<file path="src/sv/satc_pkg.sv">
// Shared types and constants of the set-associative cache tag controller.
// Used by satc_req, satc_lookup, the top level and the checker.
package satc_pkg;

  localparam int unsigned ADDR_W = 32;
  localparam int unsigned SIZE_W = 5;
  localparam int unsigned LFSR_W = 16;
  localparam logic [LFSR_W-1:0] LFSR_SEED = 16'hACE1;

  typedef enum logic [1:0] {
    OP_READ  = 2'd0,
    OP_WRITE = 2'd1,
    OP_INVAL = 2'd2,
    OP_RSVD  = 2'd3
  } opcode_e;

  // one line lookup handed from the request stage to the tag stage
  typedef struct packed {
    logic valid;
    logic write;
    logic last;
  } issue_t;

  // tag stage state seen by the request stage
  typedef struct packed {
    logic clearing;
    logic pending;
  } lkup_status_t;

  // status flags of one lookup result
  typedef struct packed {
    logic hit;
    logic allocated;
    logic evicted_clean;
    logic evicted_dirty;
    logic made_dirty;
    logic last;
  } res_flags_t;

  // fibonacci lfsr, taps 16,14,13,11, shifting right
  function automatic logic [LFSR_W-1:0] lfsr_step(input logic [LFSR_W-1:0] s);
    logic fb;
    fb = s[0] ^ s[2] ^ s[3] ^ s[5];
    return {fb, s[LFSR_W-1:1]};
  endfunction

endpackage

</file>
<file path="src/sv/satc_req.sv">
// Request stage: decodes a command word, splits line-crossing accesses
// into two line lookups and hands invalidate-all to the tag stage. Uses satc_pkg.
module satc_req #(
  parameter int unsigned NUM_SETS   = 128,
  parameter int unsigned LINE_BYTES = 16
) (
  input  logic                            clk_i,
  input  logic                            rst_ni,
  input  logic                            start_i,
  input  logic [1:0]                      opcode_i,
  input  logic [satc_pkg::ADDR_W-1:0]     address_i,
  input  logic [satc_pkg::SIZE_W-1:0]     size_i,
  input  satc_pkg::lkup_status_t          status_i,
  output logic                            busy_o,
  output satc_pkg::issue_t                issue_o,
  output logic [$clog2(NUM_SETS)-1:0]     issue_set_o,
  output logic [satc_pkg::ADDR_W-$clog2(LINE_BYTES)-$clog2(NUM_SETS)-1:0] issue_tag_o,
  output logic                            inv_start_o
);
  import satc_pkg::*;

  localparam int unsigned OFFSET_W = $clog2(LINE_BYTES);
  localparam int unsigned SET_W    = $clog2(NUM_SETS);
  localparam int unsigned LINE_W   = ADDR_W - OFFSET_W;

  opcode_e           op;
  logic              accept;
  logic [ADDR_W-1:0] size_ext;
  logic [ADDR_W-1:0] size_sat;
  logic [ADDR_W-1:0] last_byte;
  logic [LINE_W-1:0] first_line;
  logic [LINE_W-1:0] last_line;
  logic              load;
  logic              issue_done;
  logic              inv_go;
  logic [LINE_W-1:0] issue_line;

  logic              req_valid_q, req_half_q;
  logic              req_inv_q, req_split_q, req_write_q;
  logic [LINE_W-1:0] req_line0_q, req_line1_q;

  // command decode and line split
  always_comb begin
    op       = opcode_e'(opcode_i);
    size_ext = ADDR_W'(size_i);
    priority if (size_i == '0) begin
      size_sat = ADDR_W'(1);
    end else if (size_ext > ADDR_W'(LINE_BYTES)) begin
      size_sat = ADDR_W'(LINE_BYTES);
    end else begin
      size_sat = size_ext;
    end
    last_byte  = address_i + (size_sat - ADDR_W'(1));
    first_line = address_i[ADDR_W-1:OFFSET_W];
    last_line  = last_byte[ADDR_W-1:OFFSET_W];
    unique case (op)
      OP_READ, OP_WRITE, OP_INVAL: load = 1'b1;
      OP_RSVD:                     load = 1'b0;
      default:                     load = 1'b0;
    endcase
  end

  assign busy_o = status_i.clearing ||
                  (req_valid_q && (req_inv_q || (req_split_q && !req_half_q)));
  assign accept = start_i && !busy_o;

  // lookup issue, one line per cycle
  always_comb begin
    issue_o.valid = req_valid_q && !req_inv_q;
    issue_o.write = req_write_q;
    issue_o.last  = !req_split_q || req_half_q;
    issue_line    = req_half_q ? req_line1_q : req_line0_q;
  end

  assign issue_set_o = issue_line[SET_W-1:0];
  assign issue_tag_o = issue_line[LINE_W-1:SET_W];
  assign issue_done  = issue_o.valid && issue_o.last;
  assign inv_go      = req_valid_q && req_inv_q && !status_i.pending;
  assign inv_start_o = inv_go;

  // request control
  always_ff @(posedge clk_i or negedge rst_ni) begin
    if (!rst_ni) begin
      req_valid_q <= 1'b0;
      req_half_q  <= 1'b0;
    end else begin
      priority if (accept && load) begin
        req_valid_q <= 1'b1;
        req_half_q  <= 1'b0;
      end else if (issue_done || inv_go) begin
        req_valid_q <= 1'b0;
      end else if (issue_o.valid) begin
        req_half_q <= 1'b1;
      end
    end
  end

  // request payload
  always_ff @(posedge clk_i) begin
    if (accept && load) begin
      req_inv_q   <= (op == OP_INVAL);
      req_write_q <= (op == OP_WRITE);
      req_split_q <= (first_line != last_line);
      req_line0_q <= first_line;
      req_line1_q <= last_line;
    end
  end

endmodule

</file>
<file path="config.mk">
export PLATFORM = sky130hd
export DESIGN_NAME = satc_req
export DESIGN_NICKNAME = d
export VERILOG_FILES = /design/src/sv/satc_pkg.sv /design/src/sv/satc_req.sv
export SDC_FILE = /design/constraint.sdc
export NUM_CORES = 1
export LEC_CHECK = 0
export BUFFER_PORTS_ARGS = -buffer_cell sky130_fd_sc_hd__buf_2
export CAP_MARGIN = 20
export CORE_ASPECT_RATIO = 1.1
export CORE_MARGIN = 5
export CORE_UTILIZATION = 63
export DETAILED_ROUTE_END_ITERATION = 8
export PLACE_DENSITY = 0.9
export SYNTH_ARGS = -nofsm -noshare
export SYNTH_HDL_FRONTEND = slang
export SYNTH_SLANG_ARGS = --single-unit
</file>
<file path="constraint.sdc">
create_clock -name clk_i -period 5.7 [get_ports clk_i]
set_input_delay 0.57 -clock clk_i [delete_from_list [all_inputs] [get_ports clk_i]]
set_output_delay 0.57 -clock clk_i [all_outputs]
set_load 0.02 [all_outputs]
</file>
* Word level (Yosys, flattened, before mapping)
Cells that the tools add are included.
Operators by class: add/subtract/negate cells 2, multiply operators 0, divide/modulo/power cells 0, magnitude comparators 1, equality and inequality tests 5, shift-type cells 0, multiplexer cells 9, bitwise logic cells 0, reduce and logical (&&, ||, !) cells 23
Operators with widths (number):
- $add A32 B32 Y32 | 1
- $mux W32 | 1
- $sub A32 B1 Y32 const B | 1
- $mux W28 | 1
- $ne A28 B28 Y1 | 1
- $logic_and A1 B1 Y1 | 8
- $gt A5 B5 Y1 const B | 1
- $logic_not A1 Y1 | 5
- $logic_not A5 Y1 | 1
- $mux W1 | 5
- $mux W5 | 1
- $eq A2 B2 Y1 const B | 2
- $logic_or A1 B1 Y1 | 4
- $reduce_bool A2 Y1 | 2
- $reduce_or A3 Y1 | 1
- $eq A2 B1 Y1 const B | 1
- $logic_not A2 Y1 | 1
- $ne A2 B2 Y1 const B | 1
- $pmux W1 S2 | 1
- $reduce_and A2 Y1 | 1
Storage, ports and cells: bits in registers 61, bits in latches 0, memory bits (writable) 0, ROM bits 0, input bits 44, output and inout port bits 33, logic and storage cells 47, memories kept 0

* Longest topological paths before layout
Gate-level depths: netlist (run 1).
depth after elaboration 10, depth in mapped cells 16, gate-level depth less buffers 15

* Worst setup path before layout (run 1)
Ideal clock, no wire load.
path type flip-flop to flip-flop, start point register req_split_q, end point register req_inv_q, enable pin, library setup time 0.481 ns, arrival 3.500 ns, data required time 5.219 ns, setup slack 1.719 ns, cell stages (with the launch flop) 5, path buffers 0, clock period less this slack 3.981 ns, cells stage by stage edfxtp_1 > nand2b_1 > nand2b_1 > a21o_1 > nor2_1
On the way: word-level cells in the longest chain between the ends 7
Ends and longest elaborated chain:
- from (decl) | line satc_req.sv:39 | logic req_inv_q, req_split_q, req_write_q;
- from (signal assigned) | line satc_req.sv:103 | req_split_q <= (first_line != last_line);
- $logic_and A1 B1 Y1 | line satc_req.sv:64 | (req_valid_q && (req_inv_q || (req_split_q && !req_half_q)));
- $logic_or A1 B1 Y1 | line satc_req.sv:64
- $logic_and A1 B1 Y1 | line satc_req.sv:64
- $logic_or A1 B1 Y1 | line satc_req.sv:63 | assign busy_o = status_i.clearing ||
- net busy_o | line satc_req.sv:14 | output logic busy_o,
- $logic_not A1 Y1 | line satc_req.sv:65 | assign accept = start_i && !busy_o;
- $logic_and A1 B1 Y1 | line satc_req.sv:65
- $logic_and A1 B1 Y1 | line satc_req.sv:100 | if (accept && load) begin
- to (signal assigned) | line satc_req.sv:101 | req_inv_q <= (op == OP_INVAL);
- to (decl) | line satc_req.sv:39
The timed path passes the listed nets, and every way through them passes these cells. A chain may end at the register's enable or synchronous reset.

* Worst setup path in the final report (run 1)
start point input port size_i[4] (netlist bit), end point register req_split_q, data pin
On the way: word-level cells in the longest chain between the ends 6, elaborated cells between the ends (all ways) 7, classes of those cells 2 x add/sub; 1 x order compare; 1 x eq/ne; 2 x mux; 1 x reduce/logical
Ends and longest elaborated chain:
- from (decl) | line satc_req.sv:12 | input logic [satc_pkg::SIZE_W-1:0] size_i,
- $gt A5 B5 Y1 | line satc_req.sv:48 | end else if (size_ext > ADDR_W'(LINE_BYTES)) begin
- $mux W5 | line satc_req.sv:48
- $mux W32 (*) | line satc_req.sv:46 | priority if (size_i == '0) begin
- $sub A32 B1 Y32 (*) | line satc_req.sv:53 | last_byte = address_i + (size_sat - ADDR_W'(1));
- $add A32 B32 Y32 (*) | line satc_req.sv:53
- $ne A28 B28 Y1 (*) | line satc_req.sv:103
Every way passes the cells marked *; elsewhere a longest branch is shown, timed or not.

==> results of run 1 <==
[per-stage QoR]
stage	util [%]	std cells	power, mW
2_1_floorplan	-	512	1.02
3_3_place_gp	69.7	676	1.17
3_5_place_dp	69.7	676	1.19
4_1_cts	72.5	693	1.60
5_1_grt	72.5	693	1.68
6_report	72.5	693	1.60
[logic make-up after synthesis]
logic type	after synthesis	synth area share (%)
adders and majority gates	33	8.16
DFF	61	36.0
muxes	32	7.08
and+or+nand+nor	138	13.3
AOI/OAI and AO/OA	134	20.1
buffers and inverters	64	5.34
xor gates and xnor gates	50	10.0
[power breakdown]
part,internal [mW],total (mW),switching (mW)
combinational,0.253,0.640,0.387
sequential,0.538,0.546,0.00798
clock,0.226,0.414,0.188
[path summary, 6_finish.rpt]
check	from	to	cells after the start	slack, ps
setup / recovery	size_i[4]	req_split_q$_DFFE_PP_	16	1740
hold / removal	address_i[24]	req_line0_q[20]$_DFFE_PP_	1	430
setup reg to reg	req_half_q$_DFFE_PN0P_	req_line1_q[13]$_DFFE_PP_	6	2910
hold reg to reg	req_valid_q$_DFFE_PN0P_	req_valid_q$_DFFE_PN0P_	1	550
max in group asynchronous	rst_ni	req_valid_q$_DFFE_PN0P_	2	5070
min in group asynchronous	rst_ni	req_half_q$_DFFE_PN0P_	2	530
[layer usage]
layer / part of all wire, % / routed length (um)
met5: 0 / 0
met4: 2.5 / 326
met3: 6.3 / 827
met2: 49 / 6390
met1: 42 / 5510
[final cells by class]
| class | count | share of cell area, % |
|---|---|---|
| timing repair buffer | 79 | 7.11 |
| tap | 108 | 2.37 |
| multi-input combinational | 387 | 52.1 |
| inverter | 42 | 2.76 |
| sequential | 61 | 31.9 |
| clock buffer | 11 | 2.65 |
| clock inverter | 5 | 1.03 |
[registers in the layout (all words and copies together) (netlist names)]
register / flops
req_line0_q: 28
req_line1_q: 28
req_half_q: 1
req_inv_q: 1
req_split_q: 1
req_valid_q: 1
req_write_q: 1
[layout by cell type, fill, tap and decap left out, drive strengths merged, types with 6 or more instances in the layout]
| master | n |
|---|---|
| a21o | 9 |
| a21oi | 39 |
| buf | 78 |
| clkbuf | 11 |
| edfxtp | 59 |
| ha | 33 |
| inv | 42 |
| mux2 | 30 |
| nand2 | 50 |
| nand3 | 7 |
| nand4 | 13 |
| nor2 | 34 |
| nor2b | 6 |
| nor3 | 6 |
| o21a | 8 |
| o21ai | 29 |
| xnor2 | 32 |
| xor2 | 15 |
[critical path: stages]
cell	delay, ps
buf_2	110
inv_1	100
nand2_1	70
ha_1	270
inv_1	40
ha_1	310
and3b_1	220
o311a_4	250
o31ai_4	130
a2111oi_2	830
a21oi_2	150
a21oi_2	290
nor2_1	120
xnor3_1	210
nor4_2	270
nand3_1	100
[repair_timing]
action	CTS	global route
hold buffers	1	0
endpoints found under the hold margin	2	0
resized for setup	0	0
==> out/summary.txt, run 1 <==
Port bufs -> 76
CTS tree -> yes
Worst hold margin -> 429 ps
Worst skew pair latency -> 350 ps
Async SR Flop Fraction -> 3.28%
Final hold vios -> 0
DR iter-0 viols -> 268
H-Tree Depth -> 3
Sequential share of the synthesized area -> 36.0%
Total GRT Usage -> 27.0%
Share of cells above drive strength 1 -> 25.3%
Yosys warns -> 0
Synth area leaders -> edfxtp_1, ha_1, mux2_2
WL/cell -> 18.8 um
Skew final -> 9.45 ps
Gpl congestion -> 0.929
Status -> finished clean
Dpl hpwl -> 9.88 mm
Die width -> 95.4 um
Remaining Overflow, GRT -> 0
DRC violations left -> 0
Crit path DAT -> 4060 ps
Num CTS Buffers -> 9
FF+latch area -> 1820 um2
Syn_nets -> 589
Leading area contributor after synthesis -> edfxtp_1
M2 GR Usage -> 44.6%
Nets -> 657
Worst VDD drop -> 0.176 mV
# Post-CTS Setup Buffers -> 0
Die span in y -> 104 um
Worst slew margin -> 37.1%
Diode count -> 0
Cells after Synth -> 512
Startpoint types -> input port
Pre-CTS WS -> 1410 ps
Vias/cell -> 6.12
Met3 usage -> 4.63%
Die Area -> 9920 um2
Unrepaired setup endpoints after global routing -> no
IO Count -> 77
EDFF count, synth -> 59
Top-count cell post-synth -> edfxtp_1
Critical path capture point type -> flip-flop
Clk pin slew, worst setup/hold paths -> 70 ps
Post-synth top flop -> edfxtp_1
Syn avg cell area -> 9.88 um2
Setup-failing EPs final -> 0
Largest net degree at the start of global routing -> 34
Synthesis-stage register bit count -> 61
DRT Pass-1 Iters -> 5
Placed Area -> 5480 um2
Design Area, Final -> 5700 um2
Critical setup path kind -> in2reg
Worst slew pin tran -> 941 ps
Setup slack after layout -> 1740 ps
Area grow syn2layout -> 12.8%
Antenna violations before repair -> 0
GRT busiest layer -> met2
Clk buf depth -> 2
Routed WL -> 13.1 mm
Initial Utilization -> 64.3%
# clock sinks -> 61
Post-DRT Antenna Nets -> 0
Via count -> 4241
Max-slew violation count -> 0
Power Density -> 280 nW/um2
Floorplan row count -> 34
Synth cell types -> 73
Synth Cell Area -> 5060 um2
GRT met1 Usage -> 35.1%
Crit path max fanout -> 9
Max-cap violations -> 0
Period utilization -> 69.5%
Fillers -> 608
Synth top cells by count -> edfxtp_1, nand2_1, inv_1
Min Clock Period, post-route -> 3960 ps
Leakage power -> 2.34 nW
First-pass GRT wire length -> 21.1 mm
Number of global-route vias before repair -> 4287
Fmax -> 252 MHz
Total negative setup slack -> 0 ps
Worst min path class -> in2reg
Worst Path Required -> 5800 ps
Clock Tree Root -> clkbuf_8
Multi-input gate area -> 2970 um2
Top-area cell type share of the netlist area -> 35.0%
Core area -> 7870 um2
Power figures use the tool's default switching activity.
==> inputs of run 2 (changes only) <==
--- a/config.mk
+++ b/config.mk
@@ -9,9 +9,9 @@
 export CAP_MARGIN = 20
 export CORE_ASPECT_RATIO = 1.1
 export CORE_MARGIN = 5
-export CORE_UTILIZATION = 63
+export CORE_UTILIZATION = 53
 export DETAILED_ROUTE_END_ITERATION = 8
-export PLACE_DENSITY = 0.9
+export PLACE_DENSITY = 0.81
 export SYNTH_ARGS = -nofsm -noshare
 export SYNTH_HDL_FRONTEND = slang
 export SYNTH_SLANG_ARGS = --single-unit
==> constraint.sdc (replaced) <==
create_clock -name clk_i -period 3.49 [get_ports clk_i]
set_input_delay 0.349 -clock clk_i [delete_from_list [all_inputs] [get_ports clk_i]]
set_output_delay 0.349 -clock clk_i [all_outputs]
set_load 0.02 [all_outputs]
==> out/summary.txt, run 2 (synthesized netlist as in run 1, its figures left out) <==
Port bufs -> 76
Setup-failing EPs final -> 0
Skew final -> 5.76 ps
Cell family with most CP delay -> simple AND/OR/NAND/NOR gates
Final hold vios -> 0
Number of global-route vias before repair -> 4532
Floorplan row count -> 37
Max-slew violation count -> 0
Commonest non-fill, non-tap cell in the layout -> buf_4
Most frequent cells in the layout -> buf_4, buf_2, edfxtp_1
Vias/cell -> 5.72
IO Count -> 77
Remaining Overflow, GRT -> 0
Largest net degree at the start of global routing -> 62
DR iter-0 viols -> 317
Status -> finished clean
H-Tree Depth -> 3
Critical path's slowest cell -> o211ai_1
Clk buf depth -> 2
Post-DRT Antenna Nets -> 0
Num CTS Buffers -> 9
Total GRT Usage -> 24.1%
Period utilization -> 98.4%
Initial Utilization -> 54.1%
Die width -> 103 um
CTS tree -> yes
Switch Pwr -> 1.00 mW
# clock sinks -> 61
Worst slew pin tran -> 788 ps
Gpl congestion -> 0.967
Worst Path Required -> 3590 ps
Nets -> 736
Via count -> 4468
Worst slew margin -> 47.5%
Worst skew pair latency -> 360 ps
Crit path DAT -> 3530 ps
Area grow syn2layout -> 28.9%
Startpoint types -> input port
Crit path max fanout -> 4
Switching part of the total -> 35.6%
Routed WL -> 13.9 mm
Worst min path class -> in2reg
WL/cell -> 17.8 um
Worst VDD drop -> 0.210 mV
Critical setup path kind -> in2reg
Diode count -> 0
DRC violations left -> 0
Clk pin slew, worst setup/hold paths -> 70 ps
Share of cells above drive strength 1 -> 37.8%
Leakage power -> 2.76 nW
Min Clock Period, post-route -> 3440 ps
Die span in y -> 112 um
Core area -> 9350 um2
DRT Pass-1 Iters -> 5
First-pass GRT wire length -> 21.8 mm
Clock Tree Root -> clkbuf_8
Critical-path cell list -> buf_6, inv_8, nand2_4, ha_4, inv_4, ha_4, and3b_2, buf_6, o311ai_4, buf_4, o211ai_1, buf_4, a21oi_2, xnor2_2, xnor2_2, a311oi_2, nand4_1, nor4_2, nand3_1
Fillers -> 714
Total negative setup slack -> 0 ps
Buf/Inv on CP -> 6
Antenna violations before repair -> 0
Die Area -> 11600 um2
Top Registers -> req_line0_q x28, req_line1_q x28
Worst hold margin -> 190 ps
Power Density -> 432 nW/um2
P_int -> 1.82 mW
Crit-path max cell delay -> 310 ps
Comb power frac -> 45.0%
Total power -> 2.82 mW
Max-cap violations -> 0
Clock power share -> 23.3%
Fmax -> 291 MHz
Dpl hpwl -> 10.5 mm
Seq pwr share -> 31.7%
Critical path capture point type -> flip-flop
==> run 2: cell count changes in the layout (fill, tap and decap cells not counted), moves of 4 or more <==
| cell | delta |
|---|---|
| buf_4 | +76 |
| buf_6 | +4 |
| ha_1 | -4 |
| ha_4 | +4 |
==> run 2: area by class of cell <==
cell class | instances | area [um2] | share of cell area (%)
clock inverters | 4 | 47.5 | 0.730
multi-input cells | 387 | 3160 | 48.5
well taps | 117 | 146 | 2.25
repair buffers | 158 | 1020 | 15.6
clock buffers | 12 | 155 | 2.38
flip-flops and latches | 61 | 1820 | 28.0
inverters | 42 | 168 | 2.57
==> run 2: what timing repair did <==
action	in CTS	in global routing
buffers inserted	0	8
endpoints found under the hold margin	2	0
endpoints found under the setup margin	1	2
hold buffers	1	0
gates resized for setup	5	36
pin swaps	7	26
==> run 2: routing by layer <==
metal	GRT usage [%]	routed length, um
met4	9.67	357
met1	30.5	5890
met5	0	0
met3	3.92	681
met2	40.4	6980
==> run 2: worst paths after layout <==
| path | cells after the start | endpoint | start | slack (ps) |
|---|---|---|---|---|
| min reg2reg | 2 | req_half_q$_DFFE_PN0P_ | req_split_q$_DFFE_PP_ | 540 |
| min in group asynchronous | 2 | req_valid_q$_DFFE_PN0P_ | rst_ni | 330 |
| max reg2reg | 6 | req_line0_q[3]$_DFFE_PP_ | req_half_q$_DFFE_PN0P_ | 1190 |
| max in group asynchronous | 2 | req_half_q$_DFFE_PN0P_ | rst_ni | 3070 |
| max | 19 | req_split_q$_DFFE_PP_ | size_i[4] | 50 |
| min | 1 | req_line0_q[27]$_DFFE_PP_ | address_i[31] | 190 |
==> run 2: metrics by stage <==
step                instance area [um2]  std cells  worst slack [ps]  utilization [%]
global placement                   6040        758              -294             64.6
CTS                                6280        775              16.5             67.1
floorplan                          5060        512               140                -
detailed placement                 6040        758              -496             64.6
finish                             6520        781              54.7             69.7
global route                       6520        781             -54.2             69.7
==> run 2: power by group through the flow <==
stage	registers [mW]	logic, mW	clock network [mW]
final	0.892	1.27	0.657
after global placement	0.904	1.15	0
after CTS	0.892	1.19	0.675
after detailed placement	0.908	1.18	0
after global routing	0.895	1.36	0.712
after floorplan	0.905	0.763	0
==> inputs of run 3 (changes only) <==
--- a/config.mk
+++ b/config.mk
@@ -9,9 +9,9 @@
 export CAP_MARGIN = 20
 export CORE_ASPECT_RATIO = 1.1
 export CORE_MARGIN = 5
-export CORE_UTILIZATION = 53
+export CORE_UTILIZATION = 50
 export DETAILED_ROUTE_END_ITERATION = 8
-export PLACE_DENSITY = 0.81
+export PLACE_DENSITY = 0.77
 export SYNTH_ARGS = -nofsm -noshare
 export SYNTH_HDL_FRONTEND = slang
 export SYNTH_SLANG_ARGS = --single-unit
==> out/summary.txt, run 3 (synthesized netlist as in run 1, its figures left out) <==
Status -> finished clean
Period utilization -> 97.5%
DRT Pass-1 Iters -> 6
Worst hold margin -> 190 ps
Num CTS Buffers -> 9
Max-slew violation count -> 0
Skew final -> 6.37 ps
Worst skew pair latency -> 360 ps
Commonest non-fill, non-tap cell in the layout -> buf_2
Max-cap violations -> 0
IO Count -> 77
Post-DRT Antenna Nets -> 0
Antenna violations before repair -> 0
Power Density -> 447 nW/um2
Remaining Overflow, GRT -> 0
DR iter-0 viols -> 232
Met2 wire len -> 7.09 mm
Reg2reg end -> req_line1_q[8]$_DFFE_PP_
Clk pin slew, worst setup/hold paths -> 70 ps
Port bufs -> 76
Top Registers -> req_line0_q x28, req_line1_q x28
DRC violations left -> 0
Share of cells above drive strength 1 -> 34.4%
H-Tree Depth -> 3
# clock sinks -> 61
Vias/cell -> 5.84
Worst min path class -> in2reg
Worst R2R Path Depth -> 5
Core area -> 9890 um2
Critical path capture point type -> flip-flop
Final hold vios -> 0
Hold path start -> address_i[31]
Met3 wire length -> 961 um
Crit path DAT -> 3510 ps
Startpoint types -> input port
Dpl hpwl -> 10.9 mm
Die span in y -> 115 um
Number of global-route vias before repair -> 4551
R2R setup slack -> 1500 ps
Worst slew margin -> 46.7%
Most frequent cells in the layout -> buf_2, buf_4, edfxtp_1
Worst Path Required -> 3600 ps
Met1 wire length -> 5.50 mm
Reg2Reg Launch Point -> req_split_q$_DFFE_PP_
Die Area -> 12200 um2
Total GRT Usage -> 23.6%
Worst VDD drop -> 0.213 mV
Area grow syn2layout -> 24.5%
Floorplan row count -> 38
Fmax -> 294 MHz
Largest net degree at the start of global routing -> 62
Gpl congestion -> 0.916
Clock Tree Root -> clkbuf_8
Min Clock Period, post-route -> 3400 ps
CTS tree -> yes
Routed WL -> 14.1 mm
Initial Utilization -> 51.1%
Critical setup path kind -> in2reg
Leakage power -> 2.65 nW
Hold path depth -> 1
Setup-failing EPs final -> 0
Diode count -> 0
Total negative setup slack -> 0 ps
Die width -> 106 um
Crit path max fanout -> 6
Clk buf depth -> 2
Worst slew pin tran -> 799 ps
Highest Signal Layer -> met4
Nets -> 718
Via count -> 4475
Hold path endpoint -> req_line0_q[27]$_DFFE_PP_
First-pass GRT wire length -> 22.5 mm
WL/cell -> 18.4 um
## run 3: cell types whose count changed in the layout (fill, tap and decap cells not counted), moves of 3 or more
| cell | before | now |
|---|---|---|
| xnor2_2 | 4 | 1 |
| buf_6 | 4 | 0 |
| a21oi_2 | 8 | 5 |
| a21oi_1 | 31 | 34 |
| xnor2_1 | 28 | 31 |
| buf_4 | 78 | 63 |
## run 3: layer usage
| layer | global-route usage, % | vias to the layer above |
|---|---|---|
| met1 | 27.6 | 2108 |
| met4 | 11.1 | 0 |
| met5 | 0 | - |
| met2 | 41.7 | 188 |
| met3 | 4.85 | 40 |
| li1 | - | 2139 |
## run 3: how the worst max path moves through the flow
stage,start,endpoint,cells past startpoint
after floorplan,size_i[4],req_split_q$_DFFE_PP_,15
after global placement,size_i[4],req_split_q$_DFFE_PP_,18
after detailed placement,size_i[4],req_split_q$_DFFE_PP_,18
after CTS,size_i[4],req_split_q$_DFFE_PP_,18
after global routing,size_i[4],req_split_q$_DFFE_PP_,18
final,size_i[4],req_split_q$_DFFE_PP_,19
## run 3: per-stage QoR
stage          instances  util (%)  power, mW  setup slack (ps)  instance area [um2]
6_report             766      63.7       2.82              87.6                 6300
5_1_grt              766      63.7       2.97             -67.1                 6300
4_1_cts              760      62.1       2.79              7.75                 6140
3_5_place_dp         743      59.8       2.06              -378                 5910
3_3_place_gp         743      59.8       2.04              -262                 5910
2_1_floorplan        512         -       1.67               140                 5060
## run 3: critical path, cell delays in order
cell       delay, ps
buf_2            110
inv_2             70
nand2_1           50
ha_1             270
inv_1             60
ha_4             260
and3b_2          210
buf_4            120
o311ai_4         130
buf_4            160
nand3_1           80
o31ai_1          110
a31oi_1          260
o2111ai_1        230
a2111oi_2        380
buf_4            160
nand4_1          120
nor4_2           270
nand3_1          110
## run 3: area by class of cell
type	instances	area, um2
Clock inverter	6	85.1
Multi-Input combinational cell	387	3080
Inverter	42	158
Tap cell	120	150
Sequential cell	61	1820
Timing Repair Buffer	140	863
Clock buffer	10	138
Fill cell	834	3590
## run 3: where the power goes
part	internal, mW	switching (mW)
combinational	0.520	0.681
sequential	0.879	0.0126
clock	0.420	0.305
total	1.82	0.999
## run 3: timing repair
item,CTS,global route
hold buffers,1,0
setup buffers,0,6
pin swaps,0,14
setup endpoints to repair,1,3
hold endpoints to repair,2,0
resized for setup,1,19
